**config.mk**
```make
export PLATFORM = sky130hd
export DESIGN_NAME = tlg_cell_rule
export DESIGN_NICKNAME = d
export VERILOG_FILES = /design/src/rtl/tlg_pkg.sv /design/src/rtl/tlg_cell_rule.sv
export SDC_FILE = /design/constraint.sdc
export NUM_CORES = 1
export LEC_CHECK = 0
export ABC_AREA = 1
export ABC_CLOCK_PERIOD_IN_PS = 5400
export BUFFER_PORTS_ARGS = -buffer_cell sky130_fd_sc_hd__buf_4
export CAP_MARGIN = 40
export CORE_AREA = 5 5 42 44
export DETAILED_ROUTE_END_ITERATION = 8
export DIE_AREA = 0 0 47 49
export GPL_TIMING_DRIVEN = 0
export RECOVER_POWER = 50
export SKIP_LAST_GASP = 1
export SYNTH_ARGS = -nofsm -noshare
export SYNTH_HDL_FRONTEND = slang
export SYNTH_SLANG_ARGS = --single-unit
```
**constraint.sdc**
```tcl
create_clock -name vclk -period 5.4
set_clock_uncertainty 0.2 [all_clocks]
set_input_delay 0.27 -clock vclk [all_inputs]
set_output_delay 0.27 -clock vclk [all_outputs]
set_load 0.05 [all_outputs]
```
**src/rtl/tlg_pkg.sv**
```systemverilog
`timescale 1ns / 1ps
package tlg_pkg;

  // Cell storage
  localparam int CELL_W = 3;
  typedef logic [CELL_W-1:0] cell_t;

  // Request field widths and codes
  localparam int REQ_W   = 2;
  localparam int COORD_W = 6;
  typedef logic [REQ_W-1:0] req_code_t;
  localparam req_code_t REQ_WRITE   = 2'd0;
  localparam req_code_t REQ_READ    = 2'd1;
  localparam req_code_t REQ_ADVANCE = 2'd2;

  // Configuration registers
  localparam int DIM_W     = 7;
  localparam int CFG_IDX_W = 2;
  typedef logic [CFG_IDX_W-1:0] cfg_idx_t;
  localparam cfg_idx_t CFG_BOARD_WIDTH  = 2'd0;
  localparam cfg_idx_t CFG_BOARD_HEIGHT = 2'd1;
  localparam logic [DIM_W-1:0] DIM_RESET = 7'd64;
  localparam int MIN_DIM = 3;

  // Default storage size
  localparam int MAX_COLS_DEF = 64;
  localparam int MAX_ROWS_DEF = 64;

  // B3/S23 rule constants
  localparam int SURVIVE_MIN = 2;
  localparam int SURVIVE_MAX = 3;
  localparam int BIRTH_COUNT = 3;
  localparam int LIVE_OFFSET = 2;
  localparam int BIRTH_CODE  = 3;

  // 3x3 neighborhood handed to the cell rule unit
  typedef struct packed {
    cell_t [7:0] nbr;
    cell_t       self;
  } window_t;

endpackage

```
**src/rtl/tlg_cell_rule.sv**
```systemverilog
`timescale 1ns / 1ps
module tlg_cell_rule import tlg_pkg::*; (
  input  window_t win,
  output cell_t   next_cell
);

  logic [3:0] cnt;

  // Count live neighbors, then apply birth/survival with display codes
  always_comb begin
    cnt = '0;
    for (int i = 0; i < 8; i++) begin
      cnt = cnt + {3'b000, |win.nbr[i]};
    end
    if (|win.self) begin
      if (cnt == 4'(SURVIVE_MIN) || cnt == 4'(SURVIVE_MAX)) begin
        next_cell = CELL_W'(cnt + 4'(LIVE_OFFSET));
      end else begin
        next_cell = '0;
      end
    end else if (cnt == 4'(BIRTH_COUNT)) begin
      next_cell = CELL_W'(BIRTH_CODE);
    end else begin
      next_cell = '0;
    end
  end

endmodule
```
# After elaboration in Yosys (flattened, before gate mapping)
# Cells that the tools add are included.
# W data, S select, Z words.
[word_totals]
regBits = 0
latchBits = 0
ram_bits = 0
rom_bits = 0
output_inout_bits = 3
memories = 0
[classes]
n_addsub = 8
n_mul = 0
div_mod_pow = 0
order_cmp = 0
n_eq_ne = 2
n_shift = 0
muxes = 3
n_bitwise = 0
n_reduce_logical = 10
[op_table]
columns = ["operator", "count"]
rows = [
  ["$reduce_or A3 Y1", 9],
  ["$add A4 B1 Y4", 4],
  ["$eq A4 B2 Y1 const B", 2],
  ["$mux W3", 2],
  ["$add A3 B1 Y4", 1],
  ["$add A2 B1 Y3", 1],
  ["$add A3 B2 Y3 const B", 1],
  ["$add A1 B1 Y2", 1],
  ["$mux W2", 1],
  ["$logic_or A1 B1 Y1", 1],
]

# Longest topological paths before layout
[logic_depth]
ltp_word = 12
mapped_depth = 13

# Worst setup path after synthesis
# Ideal clock, no wire load.
[synth_timing]
path_kind = "input-to-output"
start = "input port win[4] (netlist bit)"
end = "output port next_cell[1]"
arrival_time_ps = 3873
required_ps = 4930
slack_ps = 1057
path_stages = 12
path_buffers = 0
cell_sequence = "or3_1 > fa_1 > inv_1 > fa_1 > fa_1 > inv_1 > ha_1 > fa_1 > nand2_1 > inv_1 > nand4_1 > nor2_1"
[synth_between]
elab_chain_len = 12
[synth_rtl]
columns = ["item", "line_no", "rtl"]
rows = [
  ["start: declaration", "tlg_cell_rule.sv:3", "input window_t win,"],
  ["$reduce_or A3 Y1 *", "tlg_cell_rule.sv:13", "cnt = cnt + {3'b000, |win.nbr[i]};"],
  ["$add A1 B1 Y2 *", "tlg_cell_rule.sv:13", ""],
  ["$add A2 B1 Y3 *", "tlg_cell_rule.sv:13", ""],
  ["$add A3 B1 Y4 *", "tlg_cell_rule.sv:13", ""],
  ["$add A4 B1 Y4 * (4 in series)", "tlg_cell_rule.sv:13", ""],
  ["parallel branches: the longest is 3 deep, another holds $add A3 B2 Y3", "n/a", ""],
  ["$mux W3 *", "tlg_cell_rule.sv:15", "if (|win.self) begin"],
  ["end: declaration", "tlg_cell_rule.sv:4", "output cell_t next_cell"],
]
# Mark *: on every way between the ends.

# Worst setup path after layout
[layout_timing]
start = "input port win[4] (netlist bit)"
end = "output port next_cell[0]"
# Same word-level chain as after synthesis.

==> out/metrics.cfg <==
[power_and_ir_drop]
peakVddDrop_uv=72.5
power.density_nw_per_um2=143
p_leak_nw=0.283

[finish]
seq_cells=0
nFillCells=158
mostFrequentLayoutCells=29 x buf_4, 9 x nand2_1, 8 x inv_1, 5 x nor3_1
regArea_um2=0
clkbuf_count=0
final_core_util_pct=36.5
layout-drive-gt1-share_pct=45.7
layout.nets=106
final_common_cell=buf_4
n_antenna_cell=0
synthToLayoutAreaGrowth_pct=89.4

[logic_synthesis]
seq_area_frac_synth_pct=0
synth_cell_types=12
netlist_area_um2=270
ys_warn_count=0
synth_nets=74
avgSynthCellArea_um2=6.76
syn_inst=40

[place]
place_ws_ns=1.19
numPortBuffers=30
place_congestion=0.666
dp_hpwl_um=744

[timing]
setup_violations=0
rsz0062_at_grt=false
clock.fmax_mhz=228
fin_crit_sh_pct=81.4
fin_crit_ns=4.39
drv_slew=0
tns_ns=0
setup_ws_ns=1.01
worst_pin_slew_ns=0.587
finalHoldViolCount=0
slew_headroom_pct=61.1

[global_routing]
grt_pass1_vias=335
grt_usage_pct=7.12
grt_pass1_wl_um=1310
antenna_found_initial=0
grt.overflow.total=0
grt_max_degree=6

[detailed_routing]
vias_per_cell=4.05
wire_per_inst_um=9.15
drtIter0Drc=3
wl_um=787
drcViolationCount=0
firstDrtPassIters=4
vias=348
drtAntennaViolNets=0

[critical_path]
crit_slowest_cell=fa_1
cpPeakStageDelay_ns=0.54
arrival_ns=3.92
critical_path_required_ns=4.93
cp_max_fo=3
crit_chain=buf_4 -> or3_1 -> fa_1 -> inv_1 -> fa_1 -> fa_1 -> inv_1 -> ha_1 -> fa_1 -> nand2_1 -> inv_1 -> nand4_1 -> inv_1 -> clkbuf_1
criticalPathCategory=in -> out
start_kind=input pin
crit_path_end_kind=primary output

[die]
ios=30
die_area_um2=2300
start_util_pct=19.3
core_area_um2=1400
fp-row-count=14
chipWidth_um=47
die_h_um=49

[clock_tree]
post_cts.repair.setup_buffers=0
holdBufCountCts=0
cts-resized-gates=0

[job]
drv_cap=0

[worst_hold_path]
holdCritPathClass=in -> out

[outcome]
outcome=finished clean

-- per-layer routing --
layer  part of all wire, %  global-route usage, %  up-vias
li1                      -                      -      187
met1                    32                   8.39      155
met2                    63                   14.3        6
met3                   5.5                      0        0
met4                     0                      0        0
met5                     0                      0        -
-- kinds of logic after synthesis --
group | synth area share (%)
buffers and inverters | 12.5
adders and majority gates | 43.5
AOI/OAI and AO/OA | 2.78
and+or+nand+nor | 41.2
-- path summary, 6_finish.rpt --
path | cells past startpoint | slack, ns | to | from
setup / recovery | 14 | 1.01 | next_cell[0] | win[4]
hold / removal | 5 | 0.73 | next_cell[1] | win[2]
-- power breakdown --
group	leakage, nW	internal, mW	switching, mW
clock network	0	0	0
logic	0.283	0.0334	0.0396
registers	0	0	0
-- cells in the mapped netlist --
master | instances | area share [%]
nand3_1 | 1 | 1.9
nor2_1 | 1 | 1.4
nand2_1 | 9 | 12
a21boi_0 | 1 | 2.8
inv_1 | 8 | 11
fa_1 | 4 | 30
nor2_2 | 2 | 4.6
nor3_1 | 5 | 9.3
nand4_1 | 1 | 2.3
inv_2 | 1 | 1.4
ha_1 | 3 | 14
or3_1 | 4 | 9.3
-- area by class of cell --
cell class                      instances  area, um^2  share of cell area (%)
Multi-Input combinational cell         31         236                    46.2
Inverter                                9        33.8                    6.60
Timing Repair Buffer                   30         221                    43.3
Tap cell                               16        20.0                    3.91
-- worst max-delay path: cells and delay by family --
kind	cells	cell delay [ns]
AND/OR/NAND/NOR	3	0.56
adder cells (fa/ha/maj)	5	2.33
buffers and inverters	6	0.77
-- stage by stage --
step                      power [mW]  std cells  cell area [um^2]  hold slack (ns)
after detailed placement      0.0748         86               515            0.729
after CTS                     0.0751         86               515            0.731
after global placement        0.0741         86               515            0.726
after global routing          0.0833         86               512            0.769
after floorplan               0.0482         40               270            0.606
final                         0.0730         86               512            0.729
(Power assumes the default switching activity.)
