===== src/rtl/tlg_ram.sv =====
`timescale 1ns / 1ps
module tlg_ram #(
  parameter int WIDTH = 8,
  parameter int DEPTH = 16
) (
  input  logic                     clk,
  input  logic                     wr_en,
  input  logic [$clog2(DEPTH)-1:0] wr_addr,
  input  logic [WIDTH-1:0]         wr_data,
  input  logic                     rd_en,
  input  logic [$clog2(DEPTH)-1:0] rd_addr,
  output logic [WIDTH-1:0]         rd_data
);

  logic [WIDTH-1:0] mem [DEPTH];

  // One write port, one registered read port
  always_ff @(posedge clk) begin
    if (wr_en) begin
      mem[wr_addr] <= wr_data;
    end
    if (rd_en) begin
      rd_data <= mem[rd_addr];
    end
  end

endmodule


===== config.mk =====
export PLATFORM = sky130hd
export DESIGN_NAME = tlg_ram
export DESIGN_NICKNAME = d
export VERILOG_FILES = /design/src/rtl/tlg_ram.sv
export SDC_FILE = /design/constraint.sdc
export NUM_CORES = 1
export LEC_CHECK = 0
export ABC_AREA = 1
export ABC_CLOCK_PERIOD_IN_PS = 2400
export BUFFER_PORTS_ARGS = -buffer_cell sky130_fd_sc_hd__buf_2
export CORE_MARGIN = 2
export CORE_UTILIZATION = 45
export CTS_CLUSTER_SIZE = 20
export DETAILED_ROUTE_END_ITERATION = 10
export PLACE_DENSITY_LB_ADDON = 0.25
export SLEW_MARGIN = 30
export SYNTH_ARGS = -nofsm -noshare
export SYNTH_HDL_FRONTEND = slang
export SYNTH_SLANG_ARGS = --single-unit

===== constraint.sdc =====
create_clock -name clk -period 2.4 [get_ports clk]
set_input_delay 0.24 -clock clk [delete_from_list [all_inputs] [get_ports clk]]
set_output_delay 0.24 -clock clk [all_outputs]
set_load 0.05 [all_outputs]

After elaboration in Yosys (flattened, before gate mapping)
Memories as Yosys holds them, arrays and structs flattened. A register that Yosys moved wholly into a read port is not among the register bits.
Index checks and enable logic that the tools add are counted.
{ "op_classes": {"muxes": 2} }
{ "ops": {"columns": ["op", "count"], "rows": [
  ["two-way mux 1 bit", 2]
]} }
{ "word_totals": {"n_memories": 1, "output_inout_bits": 8, "register_bits": 0, "ramBits": 128, "word_cells": 3, "inputBits": 19} }
{ "memory_table": {"columns": ["name", "words", "word_bits", "read_ports", "rd_ports_with_merged_regs", "write_ports", "line_no", "text"], "rows": [
  ["mem", 16, 8, 1, 1, 1, "15", "logic [WIDTH-1:0] mem [DEPTH];"]
]} }

Longest topological paths before layout
Gate-level depths: netlist of the first run.
{ "depth": {"depth_word": 2, "mapped_depth": 8, "ltp_nobuf": 7} }

Worst setup path before layout of the first run
OpenSTA, ideal clock, no wires.
{ "synth_path": {"kind": "input -> register", "startpoint": "input wr_addr[2]", "endpoint": "memory mem[10][0] (enable)", "arrival_time_ps": 821, "setup_ps": 370, "required_time_ps": 2030, "stages": 2, "path_buffers": 0, "setup_slack_ps": 1209, "cell_sequence": "nand3b_1 > nor2_1"} }
{ "synth_rtl": {"columns": ["element", "line_no", "text"], "rows": [
  ["start: declaration", "8", "input logic [$clog2(DEPTH)-1:0] wr_addr,"],
  ["end: declaration", "15", null]
]} }
Straight into the memory's write port.

==> run_results.csv, run 1 <==
group,metric,value,unit
run_status,outcome,"completed",
yosys,ys_ff_latch,136,
floorplanning,initial_utilization,46.1,%
yosys,synth.area.top_cells,"edfxtp_1, nand2_1, nand3_1",
worst_hold_path,hold_depth,1,
yosys,syn_area,5850,um^2
setup_path,path_class,"primary input to register",
yosys,synth-xor-area-share,0,%
yosys,synth_mux_area_share,0,%
job,drv_cap,0,
clock_network,post-cts-setup-buffer-count,0,
clock_network,numClockSinks,136,
clock_network,cts_tree,"done",
cells_and_area,fin_util,52.2,%
pwr,p_comb_share,6.6,%
global_routing,grt_overflow,0,
timing,worstMarginPinSlew,0.878,ns
clock_network,clockBufferDepth,2,
setup_path,cp_data_arrival_time,1.79,ns
global_routing,track_usage,19.6,%
worst_hold_path,min_to,"rd_data[1]",
detailed_routing,drt-total-wl,12.8,mm
floorplanning,fp.dieW,118,um
timing,setup_violations,0,
setup_path,cp.required,2.56,ns
detailed_routing,viasPerCell,4.94,
timing,fin_skew,0.00612,ns
clock_network,ctsHoldBuffers,0,
yosys,yosysMostFrequentCell,"nand2_1",
detailed_routing,ant_nets,0,
yosys,yosys.area.top_type,"edfxtp_1",
pwr,seqPwrFrac,50.5,%
timing,fmax,614,MHz
floorplanning,ios,27,
clock_network,insertion_delay,0.41,ns
floorplanning,die-area,13900,um^2
worst_hold_path,hold_path_class,"primary input to register",
yosys,syn_avg_cell_area,10.6,um^2
timing,post-route-min-period,1.63,ns
placed_design,hpwlAfterDp,8.03,mm
cells_and_area,antenna_cells,0,
clock_network,cts_resized,0,
yosys,synth_top_family_by_area,"simple AND/OR/NAND/NOR gates",
floorplanning,fp-row-count,41,
global_routing,grt_pass1_vias,3690,
detailed_routing,first_pass_iters,6,
pwr,p_per_area,806,nW/um^2
timing,hold_viol_final,0,
setup_path,worst_setup_path_start_kind,"primary input",
clock_network,clockRootBuffer,"clkbuf_16",
setup_path,endpoint_kind,"register",
placed_design,port_buffers,26,
floorplanning,coreArea,12700,um^2
setup_path,r2r_setup_slack,1.22,ns
yosys,synth_cell_types,11,
detailed_routing,drtIter0Drc,357,
worst_hold_path,min_from,"rd_en",
global_routing,grt_antenna_before_repair,0,
timing,maxSlewViolCount,0,
timing,rsz0062_at_grt,"false",
yosys,synth_top_area_share,69.8,%
global_routing,grt_pass1_wl,20.4,mm
timing,post-route-period-util,67.8,%
detailed_routing,post_drt_wl_per_cell,16.8,um
placed_design,dp_worst_setup_slack,0.336,ns
cells_and_area,drive_gt1_share,10.1,%
detailed_routing,drc,0,
yosys,syn_inst,551,
setup_path,ff2ff_path_depth,6,
cells_and_area,nNetsFinal,598,
floorplanning,die_h,118,um
pwr,internal-power,4.15,mW
timing,fin_ws,0.772,ns
pwr,p_leak,2.82,nW
yosys,synth-simple-area-share,20.8,%
setup_path,worstReg2RegStart,"mem[13][4]",
pwr,p_clk_share,42.9,%
global_routing,grt_start_max_net_pins,34,
cells_and_area,area_delta_synth_final,13.1,%
detailed_routing,dr_total_vias,3774,
yosys,ys_async_sr_fraction,0,%
yosys,synth_common_cells,"nand2_1, edfxtp_1, inv_1, nand3_1, nor2_1",
pwr,peakVddDrop,0.359,mV
setup_path,regToRegEndpoint,"rd_data[4]",
pwr,sw_frac_of_total,22.1,%
yosys,yosys_warnings,0,
setup_path,startpoint,"rd_addr[1]",
setup_path,cp_max_fo,33,
yosys,seq_area_frac_synth,69.8,%
clock_network,cts.reportedPaths.clkPinSlew,0.06,ns
yosys,synth.net_count,570,
yosys,synth_adder_area_share,0,%
yosys,synth_edf_count,136,
yosys,yosys_most_used_dff,"edfxtp_1",
yosys,synth-compound-area-share,0,%
timing,fin_tns_setup,0,ns
clock_network,cts_made_buffers,17,
clock_network,htree_levels,4,
placed_design,place_congestion,0.802,
timing,slew_headroom,41.3,%
pwr,power_switching,1.18,mW
worst max-delay path, cell delays in order:
cell and delay, ns:
buf_2 0.54, inv_2 0.45, nand3_1 0.19, nand3_1 0.11
nand3_1 0.17, nand2_1 0.06
power groups by stage:
| stage | registers (mW) | logic (mW) | clock network, mW |
|---|---|---|---|
| after global placement | 2.74 | 0.347 | 0 |
| final | 2.69 | 0.352 | 2.29 |
| after CTS | 2.69 | 0.353 | 2.32 |
| after detailed placement | 2.74 | 0.352 | 0 |
| after floorplan | 2.78 | 0.188 | 0 |
| after global routing | 2.70 | 0.390 | 2.43 |
final cells by class:
cell class              count  area (um^2)
repair buffers             33          195
flip-flops and latches    136         4080
inverters                 102          383
fillers                  1146         6060
clock buffers              19          433
well taps                 172          215
clock inverters            13         87.6
multi-input cells         289         1220
through the flow:
| step | instance area (um^2) | hold WS (ns) | power, mW | instances |
|---|---|---|---|---|
| after floorplan | 5850 | 0.339 | 2.97 | 551 |
| after global placement | 6090 | 0.611 | 3.09 | 732 |
| after detailed placement | 6090 | 0.617 | 3.09 | 732 |
| after CTS | 6610 | 0.187 | 5.36 | 764 |
| after global routing | 6610 | 0.191 | 5.51 | 764 |
| final | 6610 | 0.199 | 5.33 | 764 |
kinds of logic after synthesis:
logic type / count (synthesis)
buffers and inverters: 126
and+or+nand+nor: 289
DFF: 136
flip-flops by register name, indices dropped and copies added, names as in the netlist:
name,count
mem,128
rd_data,8
worst max path at each step:
stage / to / slack, ns
CTS: rd_data[4] / 0.78
detailed placement: rd_data[4] / 0.34
finish: rd_data[3] / 0.77
global placement: rd_data[4] / 0.35
floorplan: mem[10][0] / 1.21
global route: rd_data[4] / 0.66
routing by layer:
layer / wire length [um] / up-vias / share of wire (%) / global-route usage (%)
met4: 349 / 0 / 2.7 / 9.26
met2: 5870 / 135 / 46 / 29.3
met1: 5950 / 1775 / 46 / 27.2
met5: 0 / - / 0 / 0
li1: - / 1841 / - / -
met3: 666 / 23 / 5.2 / 4.60
cells in the final DEF, fill, tap and decap left out:
master | synthesis | layout
buf_4 | 4 | 6
nor2_2 | 0 | 1
nand2_1 | 173 | 173
clkbuf_16 | 0 | 17
inv_2 | 2 | 2
inv_1 | 100 | 100
clkinvlp_4 | 0 | 2
clkinv_1 | 0 | 6
nor2_1 | 17 | 16
nand3_1 | 97 | 97
nand3b_1 | 2 | 2
buf_12 | 0 | 1
buf_2 | 13 | 26
bufinv_16 | 0 | 1
clkinv_2 | 0 | 4
clkbuf_1 | 0 | 2
edfxtp_1 | 136 | 136
(Power assumes the default switching activity.)
==> inputs of run 2 (changes only) <==
- ABC_CLOCK_PERIOD_IN_PS: 2400 -> 1700
- clock period: 2.4 -> 1.7 ns (I/O delays scaled with it)
==> run 2 against run 1 <==
Compared with the run above: worst setup slack worse by 0.31 ns; routed wire length is 2.0% higher; clock power up 30%; design area rose by 1.1%; global-route usage is 0.43 points higher; core utilization rose by 0.57 points; sequential power rose by 41%; hold slack got worse by 0.045 ns; critical path depth shrank 5; first-iteration DRC count up 16%; critical path type is now register to primary output; combinational power increased by 44%.
==> run_results.csv, run 2 (same netlist as run 1, synthesis figures left out) <==
group,metric,value,unit
detailed_routing,drt-total-wl,13.1,mm
setup_path,max_stage_delay,0.38,ns
timing,fmax,810,MHz
setup_path,ff2ff_path_depth,6,
global_routing,grt_pass1_vias,3690,
clock_network,clockRootBuffer,"clkbuf_16",
clock_network,cts_resized,0,
floorplanning,coreArea,12700,um^2
timing,hold_viol_final,0,
detailed_routing,viasPerCell,4.89,
pwr,peakVddDrop,0.636,mV
clock_network,post-cts-setup-buffer-count,0,
worst_hold_path,min_from,"rd_en",
clock_network,insertion_delay,0.40,ns
pwr,p_per_area,1090,nW/um^2
clock_network,cts_tree,"done",
setup_path,worst_setup_path_start_kind,"register",
setup_path,regToRegEndpoint,"rd_data[4]",
cells_and_area,layout_commonest_cell,"nand2_1",
setup_path,cp.required,1.53,ns
floorplanning,initial_utilization,46.1,%
detailed_routing,post_drt_wl_per_cell,16.9,um
floorplanning,fp.dieW,118,um
detailed_routing,ant_nets,0,
run_status,outcome,"completed",
timing,post-route-period-util,72.7,%
global_routing,grt_overflow,0,
setup_path,path_class,"register to primary output",
cells_and_area,antenna_cells,0,
detailed_routing,dr_total_vias,3784,
global_routing,grt_pass1_wl,20.8,mm
floorplanning,fp-row-count,41,
setup_path,critPathTopFamily,"flip-flops",
cells_and_area,largest_reg_flops,128,
timing,fin_skew,0.00607,ns
clock_network,cts_made_buffers,17,
setup_path,cp_slowest_cell,"edfxtp_1",
pwr,p_leak,2.89,nW
global_routing,track_usage,20.0,%
timing,rsz0062_at_grt,"false",
timing,slew_headroom,57.8,%
placed_design,place_area,6220,um^2
cells_and_area,reg_top3,"mem: 128 flops, rd_data: 8 flops",
job,drv_cap,0,
global_routing,grt_antenna_before_repair,0,
placed_design,port_buffers,26,
timing,worstMarginPinSlew,0.632,ns
setup_path,cp.depth,1,
pwr,p_total,7.29,mW
placed_design,hpwlAfterDp,8.03,mm
placed_design,dp_worst_setup_slack,0.290,ns
worst_hold_path,hold_depth,1,
timing,maxSlewViolCount,0,
setup_path,endpoint_kind,"primary output",
setup_path,r2r_setup_slack,0.57,ns
worst_hold_path,min_to,"rd_data[0]",
clock_network,cts.reportedPaths.clkPinSlew,0.05,ns
setup_path,cp_data_arrival_time,1.07,ns
detailed_routing,drc,0,
detailed_routing,drtIter0Drc,413,
setup_path,worstReg2RegStart,"mem[12][4]",
floorplanning,die_h,118,um
clock_network,numClockSinks,136,
cells_and_area,fin_util,52.8,%
timing,fin_ws,0.465,ns
cells_and_area,top_register,"mem",
clock_network,htree_levels,4,
cells_and_area,area_delta_synth_final,14.4,%
clock_network,ctsHoldBuffers,0,
cells_and_area,drive_gt1_share,12.1,%
timing,post-route-min-period,1.24,ns
timing,fin_tns_setup,0,ns
cells_and_area,layout_common_cells,"nand2_1, edfxtp_1, inv_1",
setup_path,cp_max_fo,1,
detailed_routing,first_pass_iters,8,
cells_and_area,nNetsFinal,613,
setup_path,startpoint,"rd_data[2]",
timing,setup_violations,0,
setup_path,cp_cell_sequence,"buf_2",
floorplanning,die-area,13900,um^2
placed_design,place_congestion,0.844,
cells_and_area,stdcell_area,6690,um^2
clock_network,clockBufferDepth,2,
floorplanning,ios,27,
worst_hold_path,hold_path_class,"primary input to register",
global_routing,grt_start_max_net_pins,65,
setup_path,path_buf_inv,1,
## run 2: changes by cell type in the layout (fill, tap and decap cells not counted), sizes merged
| cell | delta |
|---|---|
| buf | +15 |
| clkinv | -2 |
| clkinvlp | -2 |
| bufinv | -1 |
## run 2: worst max path at each step
| stage | to | slack (ns) |
|---|---|---|
| after global placement | rd_data[5] | 0.30 |
| final | rd_data[2] | 0.46 |
| after detailed placement | rd_data[5] | 0.29 |
| after CTS | rd_data[2] | 0.44 |
| after global routing | rd_data[2] | 0.42 |
| after floorplan | mem[10][0] | 0.58 |
## run 2: layout make-up
class	count	area (um^2)
sequential	136	4080
clock buffer	19	433
inverter	102	383
tap	172	215
timing repair buffer	48	320
clock inverter	8	37.5
fill	1118	5980
multi-input combinational	289	1210
## run 2: report_power, final
group          total (mW)  internal (mW)  switching (mW)
Sequential           3.80           3.78          0.0221
Clock                2.98           1.79            1.20
Combinational       0.508          0.135           0.373
Total                7.29           5.70            1.59
## run 2: metal layers
| metal | part of all wire (%) | GRT usage [%] |
|---|---|---|
| met1 | 46 | 28.9 |
| met2 | 46 | 29.8 |
| met3 | 6.4 | 3.92 |
| met4 | 1.5 | 8.51 |
| met5 | 0 | 0 |
## run 2: metrics by stage
stage / std cells / hold WS (ns)
6_report: 774 / 0.154
3_5_place_dp: 747 / 0.560
4_1_cts: 774 / 0.139
5_1_grt: 774 / 0.143
2_1_floorplan: 551 / 0.269
3_3_place_gp: 747 / 0.561
